`config.mk`:
```
export PLATFORM = sky130hd
export DESIGN_NAME = dtc_walk
export DESIGN_NICKNAME = d
export VERILOG_FILES = /design/src/sv/decision_tree_classifier_top_defines.svh /design/src/sv/dtc_pkg.sv /design/src/sv/dtc_walk.sv
export SDC_FILE = /design/constraint.sdc
export NUM_CORES = 1
export LEC_CHECK = 0
export BUFFER_PORTS_ARGS = -buffer_cell sky130_fd_sc_hd__buf_2
export CAP_MARGIN = 20
export CORE_MARGIN = 1.5
export CORE_UTILIZATION = 43
export DETAILED_ROUTE_END_ITERATION = 6
export PLACE_DENSITY = 0.73
export SLEW_MARGIN = 20
export SYNTH_ARGS = -nofsm -noshare
export SYNTH_HDL_FRONTEND = slang
export SYNTH_SLANG_ARGS = --single-unit
```
`constraint.sdc`:
```
create_clock -name clk -period 4.9 [get_ports clk]
set_input_delay 1.225 -clock clk [delete_from_list [all_inputs] [get_ports clk]]
set_output_delay 1.225 -clock clk [all_outputs]
set_load 0.01 [all_outputs]
```
`src/sv/decision_tree_classifier_top_defines.svh`:
```
// ----------------------------------------------------------------------------
// decision tree classifier assertion macros
// shared property forms for the classifier checks
// ----------------------------------------------------------------------------
`ifndef DECISION_TREE_CLASSIFIER_TOP_DEFINES_SVH
`define DECISION_TREE_CLASSIFIER_TOP_DEFINES_SVH

// same-cycle implication
`define DTC_ASSERT_NOW(name, ante, cons, msg) \
  name: assert property (@(posedge clk) disable iff (!rst_n) (ante) |-> (cons)) \
    else $error(msg);

// next-cycle implication
`define DTC_ASSERT_NEXT(name, ante, cons, msg) \
  name: assert property (@(posedge clk) disable iff (!rst_n) (ante) |=> (cons)) \
    else $error(msg);

`endif

```
`src/sv/dtc_pkg.sv`:
```
// ----------------------------------------------------------------------------
// dtc_pkg
// request codes and fixed field widths of the decision tree classifier
// ----------------------------------------------------------------------------
`timescale 1ns / 1ps

package dtc_pkg;

  typedef logic [1:0] action_t;

  localparam action_t ACT_NODE     = 2'd0;
  localparam action_t ACT_FEATURE  = 2'd1;
  localparam action_t ACT_CLASSIFY = 2'd2;

  localparam int NODE_DEPTH  = 1024;
  localparam int NODE_AW     = 10;
  localparam int ATTR_W      = 6;
  localparam int THR_W       = 32;
  localparam int FEAT_W      = 32;
  localparam int OUT_LABEL_W = 8;
  localparam int IN_LABEL_W  = 8;
  localparam int MAX_LABEL_W = 16;
  localparam int FEAT_STORE  = 64;
  localparam int FEAT_CNT_W  = 11;

endpackage

```
`src/sv/dtc_walk.sv`:
```
// ----------------------------------------------------------------------------
// dtc_walk
// tree walk sequencer: node read, feature read, compare, step to child
// ----------------------------------------------------------------------------
`timescale 1ns / 1ps

module dtc_walk #(
  parameter int TREE_LEVELS  = 10,
  parameter int NUM_FEATURES = 64,
  parameter int LABEL_BITS   = 8,
  parameter int FEAT_AW      = 6
) (
  input  logic                                        clk,
  input  logic                                        rst_n,
  input  logic                                        go,
  output logic                                        busy,
  input  logic [2+dtc_pkg::ATTR_W+dtc_pkg::THR_W+LABEL_BITS-1:0] node_rdata,
  output logic [dtc_pkg::NODE_AW-1:0]                 node_raddr,
  input  logic [dtc_pkg::FEAT_W-1:0]                  feat_rdata,
  output logic [FEAT_AW-1:0]                          feat_raddr,
  output logic                                        out_valid,
  output logic [dtc_pkg::OUT_LABEL_W-1:0]             out_class_label,
  output logic                                        out_walk_error
);

  localparam int NODE_W = 2 + dtc_pkg::ATTR_W + dtc_pkg::THR_W + LABEL_BITS;
  localparam int LVL_W  = (TREE_LEVELS > 1) ? $clog2(TREE_LEVELS + 1) : 1;
  localparam int CH_W   = dtc_pkg::NODE_AW + 2;

  localparam logic [1:0] ST_IDLE = 2'd0;
  localparam logic [1:0] ST_NODE = 2'd1;
  localparam logic [1:0] ST_FEAT = 2'd2;

  localparam logic [LVL_W-1:0] LVL_LAST = LVL_W'(TREE_LEVELS - 1);
  localparam logic [dtc_pkg::FEAT_CNT_W-1:0] NF = dtc_pkg::FEAT_CNT_W'(NUM_FEATURES);
  localparam logic [CH_W-1:0] CHILD_L = CH_W'(1);
  localparam logic [CH_W-1:0] CHILD_R = CH_W'(2);

  logic [1:0]                     state_r, state_nxt;
  logic [dtc_pkg::NODE_AW-1:0]    node_r, node_nxt;
  logic [LVL_W-1:0]               level_r, level_nxt;
  logic [dtc_pkg::THR_W-1:0]      thr_r, thr_nxt;
  logic                           out_valid_r, out_valid_nxt;
  logic [dtc_pkg::OUT_LABEL_W-1:0] out_label_r, out_label_nxt;
  logic                           out_err_r, out_err_nxt;

  logic                           n_valid;
  logic                           n_leaf;
  logic [dtc_pkg::ATTR_W-1:0]     n_attr;
  logic [dtc_pkg::THR_W-1:0]      n_thr;
  logic [dtc_pkg::MAX_LABEL_W-1:0] n_label16;
  logic                           attr_bad;
  logic                           go_left;
  logic [CH_W-1:0]                child_c;
  logic                           child_out;

  assign n_valid   = node_rdata[NODE_W-1];
  assign n_leaf    = node_rdata[NODE_W-2];
  assign n_attr    = node_rdata[NODE_W-3 -: dtc_pkg::ATTR_W];
  assign n_thr     = node_rdata[LABEL_BITS +: dtc_pkg::THR_W];
  assign n_label16 = dtc_pkg::MAX_LABEL_W'(node_rdata[LABEL_BITS-1:0]);
  assign attr_bad  = {{(dtc_pkg::FEAT_CNT_W - dtc_pkg::ATTR_W){1'b0}}, n_attr} >= NF;

  assign go_left   = $signed(feat_rdata) < $signed(thr_r);
  assign child_c   = {1'b0, node_r, 1'b0} + (go_left ? CHILD_L : CHILD_R);
  assign child_out = child_c[CH_W-1:dtc_pkg::NODE_AW] != 2'b00;

  assign feat_raddr = n_attr[FEAT_AW-1:0];

  always_comb begin
    unique case (state_r)
      ST_FEAT: node_raddr = child_c[dtc_pkg::NODE_AW-1:0];
      ST_NODE: node_raddr = node_r;
      default: node_raddr = '0;
    endcase
  end

  always_comb begin
    state_nxt     = state_r;
    node_nxt      = node_r;
    level_nxt     = level_r;
    thr_nxt       = thr_r;
    out_valid_nxt = 1'b0;
    out_label_nxt = out_label_r;
    out_err_nxt   = out_err_r;
    unique case (state_r)
      ST_IDLE: begin
        if (go) begin
          node_nxt  = '0;
          level_nxt = '0;
          state_nxt = ST_NODE;
        end
      end
      ST_NODE: begin
        priority if (!n_valid || (!n_leaf && attr_bad)) begin
          out_valid_nxt = 1'b1;
          out_label_nxt = '0;
          out_err_nxt   = 1'b1;
          state_nxt     = ST_IDLE;
        end else if (n_leaf) begin
          out_valid_nxt = 1'b1;
          out_label_nxt = n_label16[dtc_pkg::OUT_LABEL_W-1:0];
          out_err_nxt   = 1'b0;
          state_nxt     = ST_IDLE;
        end else begin
          thr_nxt   = n_thr;
          state_nxt = ST_FEAT;
        end
      end
      ST_FEAT: begin
        if ((level_r == LVL_LAST) || child_out) begin
          out_valid_nxt = 1'b1;
          out_label_nxt = '0;
          out_err_nxt   = 1'b1;
          state_nxt     = ST_IDLE;
        end else begin
          node_nxt  = child_c[dtc_pkg::NODE_AW-1:0];
          level_nxt = level_r + LVL_W'(1);
          state_nxt = ST_NODE;
        end
      end
      default: begin
        state_nxt = ST_IDLE;
      end
    endcase
  end

  always_ff @(posedge clk) begin
    if (!rst_n) begin
      state_r     <= ST_IDLE;
      out_valid_r <= 1'b0;
    end else begin
      state_r     <= state_nxt;
      out_valid_r <= out_valid_nxt;
    end
    node_r      <= node_nxt;
    level_r     <= level_nxt;
    thr_r       <= thr_nxt;
    out_label_r <= out_label_nxt;
    out_err_r   <= out_err_nxt;
  end

  assign busy            = state_r != ST_IDLE;
  assign out_valid       = out_valid_r;
  assign out_class_label = out_label_r;
  assign out_walk_error  = out_err_r;

endmodule

```
==> summary.md <==
| Metric | Value |
|---|---|
| Total nets after synthesis | 403 |
| Critical Path RT | 3.67 ns |
| Overall Global Routing Usage | 19.0% |
| Largest net degree at the start of global routing | 34 |
| Core Util, Final | approximately 64% |
| Hold Path Stages | 1 |
| Die height | 89.4 um |
| Final worst slack | -0.281 ns |
| Post-synthesis sequential area ratio | 53.3% |
| Worst setup EP type | output pin |
| Max FO, Critical Path | 3 |
| Fillcell total | between 500 and 600 |
| Setup Skew | 0.00629 ns |
| Top cells by count, synth | edfxtp_1 (55), ha_1 (39), inv_1 (39) |
| Post-synth EDFFs | 55 |
| Initial Util | 44.3% |
| Leading area contributor after synthesis | edfxtp_1 |
| Share of flip-flops with an asynchronous set or reset | 0% |
| Violated checks | setup timing |
| Crit Path Class | in -> out |
| Cell row count | 31 |
| Layout cell share with drive strength beyond 1 | 45.2% |
| Pwr Density | 262 nW/um^2 |
| H-tree levels | 3 |
| Clock Tree Buf Depth | 2 |
| Design Area, Final | ~4700 sq um |
| Compound-gate portion of the synthesized area | 8.72% |
| N_diodes | 0 |
| Hpwl dp | 5020 um |
| Crit-path cells | buf_2 -> ha_4 -> nand4_1 -> or3_4 -> o32ai_2 -> o311a_1 -> o32a_1 -> ha_2 -> nand4_1 -> nor2_2 -> nand3_1 -> xor2_1 -> nor2_1 -> o21a_1 -> buf_2 |
| Layout Nets | 551 |
| R2R Setup Slk | 0.46 ns |
| Crit share post-route | 106% |
| Congestion Overflow GR | 0 |
| First-pass GRT wire length | 11400 um |
| Worst vdd ir | 0.192 mV |
| DP Area | slightly below 4000 sq um |
| Largest family of logic cells by synthesized area | adder cells |
| Drt wl/cell | 14.1 um |
| Final Hold Viols | 0 |
| Worst-margin pin slew | 0.686 ns |
| Cell leakage power | about 2.1 nW |
| Skew-Pair Late Insertion Delay | approximately 0.33 ns |
| Post-synth top flop | edfxtp_1 |
| Die footprint | roughly 8000 sq um |
| 1st-iter DRT viols | 81 |
| RePlAce Congestion | 0.784 |
| XOR/XNOR share of the synthesized area | 2.73% |
| 1st-pass router iterations | 4 |
| Synth top area cells | edfxtp_1 (51%), ha_1 (15%), inv_1 (4.6%) |
| Post-Synth Simple-Gate Area | 13.2% |
| Initial antenna violation count | 0 |
| Worst Reg-to-Reg Cells | 26 |
| Minimum clock period | just over 5 ns |
| Reg-to-Reg Start | thr_r[14] |
| Crit path depth | 15 |
| Vias in the first global route | about 2.6k |
| Achievable clock frequency | 193 MHz |
| Clock Sink Count | 58 |
| RSZ-0062 raised after global routing | true |
| #FFs+latches synth | 58 |
| Worst Setup SP | feat_rdata[12] |
| Crit path capture | node_raddr[9] |
| Family with the most delay on the worst path | simple AND/OR/NAND/NOR gates |
| Critical path buffers and inverters | 2 |
| Vias/cell | 4.81 |
| Final hold slack | approximately 0.63 ns |
| Critical R2R Capture | node_r[9] |
| Yosys top cell area share | 51.4% |
| Avg Synthesized Cell Area | 11.4 sq um |
| CP arrival | 3.96 ns |
| Worst min path class | reg -> reg |
| Final Slew Violations | 0 |
| Root buf cell | clkbuf_8 |
| Synthesized instance count | 281 |
| TritonCTS clock tree | built |
| Max transition margin | 54.2% |
| Netlist cell types | 40 |
| Top-count cell post-synth | edfxtp_1 |
| Clk slew on worst S/H paths | 0.07 ns |
| Post-route DRC | 0 |
| CP startpoint kind | primary input |
| Cell area after synthesis | around 3200 sq um |
| Ports | 110 |
| Core ar. | 7250 sq um |
| Pre-CTS WS | -0.392 ns |
| Port bufs | 97 |
| Vias | 2566 |
| Drt total wl | between 7000 and 8000 um |
| Hold-fix buffers, CTS | 0 |
| Critical Path Max Stage Delay | 0.36 ns |
| Number of CTS-inserted buffers | 9 |
| CP max stage cell | or3_4 |
| Die width | 89.4 um |
| ANT nets after route | 0 |
| Total power draw | roughly 1.2 mW |
| Multiplexer share of the synthesized area | 0.312% |
| Max cap viols | 0 |
| Final setup violation count | 9 |
| Synthesis Warnings | 0 |
| Synth Area in Adders | 15.2% |
| Status | finished with violations |
| Area grow syn2layout | 45.5% |
[area by class of cell]
type	count	area [sq um]	area share (%)
sequential	58	1710	36.6
multi-input combinational	173	1530	32.7
timing repair buffer	148	958	20.5
clock buffer	12	155	3.32
inverter	39	146	3.13
tap	99	124	2.65
clock inverter	4	50.0	1.07
[per-stage QoR]
step,TNS (ns),cells
after floorplan,0,281
after global placement,-1.44,478
after detailed placement,-2.04,478
after CTS,-1.42,531
after global routing,-2.73,533
final,-1.52,533
[state kept, by name, summed over array words and instances (netlist names)]
name and cells:
out_valid 1, thr_r 32, node_r 10, out_walk_error 1, state_r 2, level_r 4
out_class_label 8
[worst min-delay path by stage]
stage / endpoint / start
after CTS: level_r[0] / level_r[0]
after global placement: state_r[1] / state_r[1]
after global routing: level_r[0] / level_r[0]
after detailed placement: level_r[3] / level_r[3]
after floorplan: state_r[1] / state_r[1]
final: level_r[0] / level_r[0]
[cells by family after synthesis]
logic type	after synthesis
flops	58
simple gates	82
compound gates	41
mux	1
fa+ha+maj	39
xor+xnor	10
buf+inv	50
[cell usage in the layout, fill, tap and decap left out, drive strengths merged, types with 2 or more instances in the layout]
master    instances
dfxtp             3
and3              9
nand4             6
xnor2             3
xor2              7
a21o              3
o21a              3
clkbuf           12
a21oi            19
and4              2
buf             148
nand2            15
and2              4
nand3             7
edfxtp           55
ha               39
clkinvlp          2
inv              39
nor2b             8
nor2             23
o21ai             6
[power by group]
| group | total [mW] | internal (mW) | switching, mW |
|---|---|---|---|
| clock network | 0.454 | 0.262 | 0.192 |
| logic | 0.181 | 0.0949 | 0.0862 |
| registers | 0.589 | 0.571 | 0.0180 |
| total | 1.22 | 0.928 | 0.296 |
[per-layer routing]
| metal | up-vias | wire (um) | GRT usage (%) |
|---|---|---|---|
| met4 | 0 | 113 | 8.11 |
| met1 | 1201 | 3160 | 21.6 |
| met5 | - | 0 | 0 |
| met3 | 13 | 350 | 4.06 |
| li1 | 1286 | - | - |
| met2 | 66 | 3870 | 34.4 |
[what timing repair did]
action / 4_1_cts / 5_1_grt
endpoints found under the setup margin: 8 / 11
buffers inserted: 37 / 5
gates cloned: 0 / 0
pin swaps: 17 / 14
gates resized for setup: 28 / 16
No activity file was read; power rests on OpenSTA's default activity.
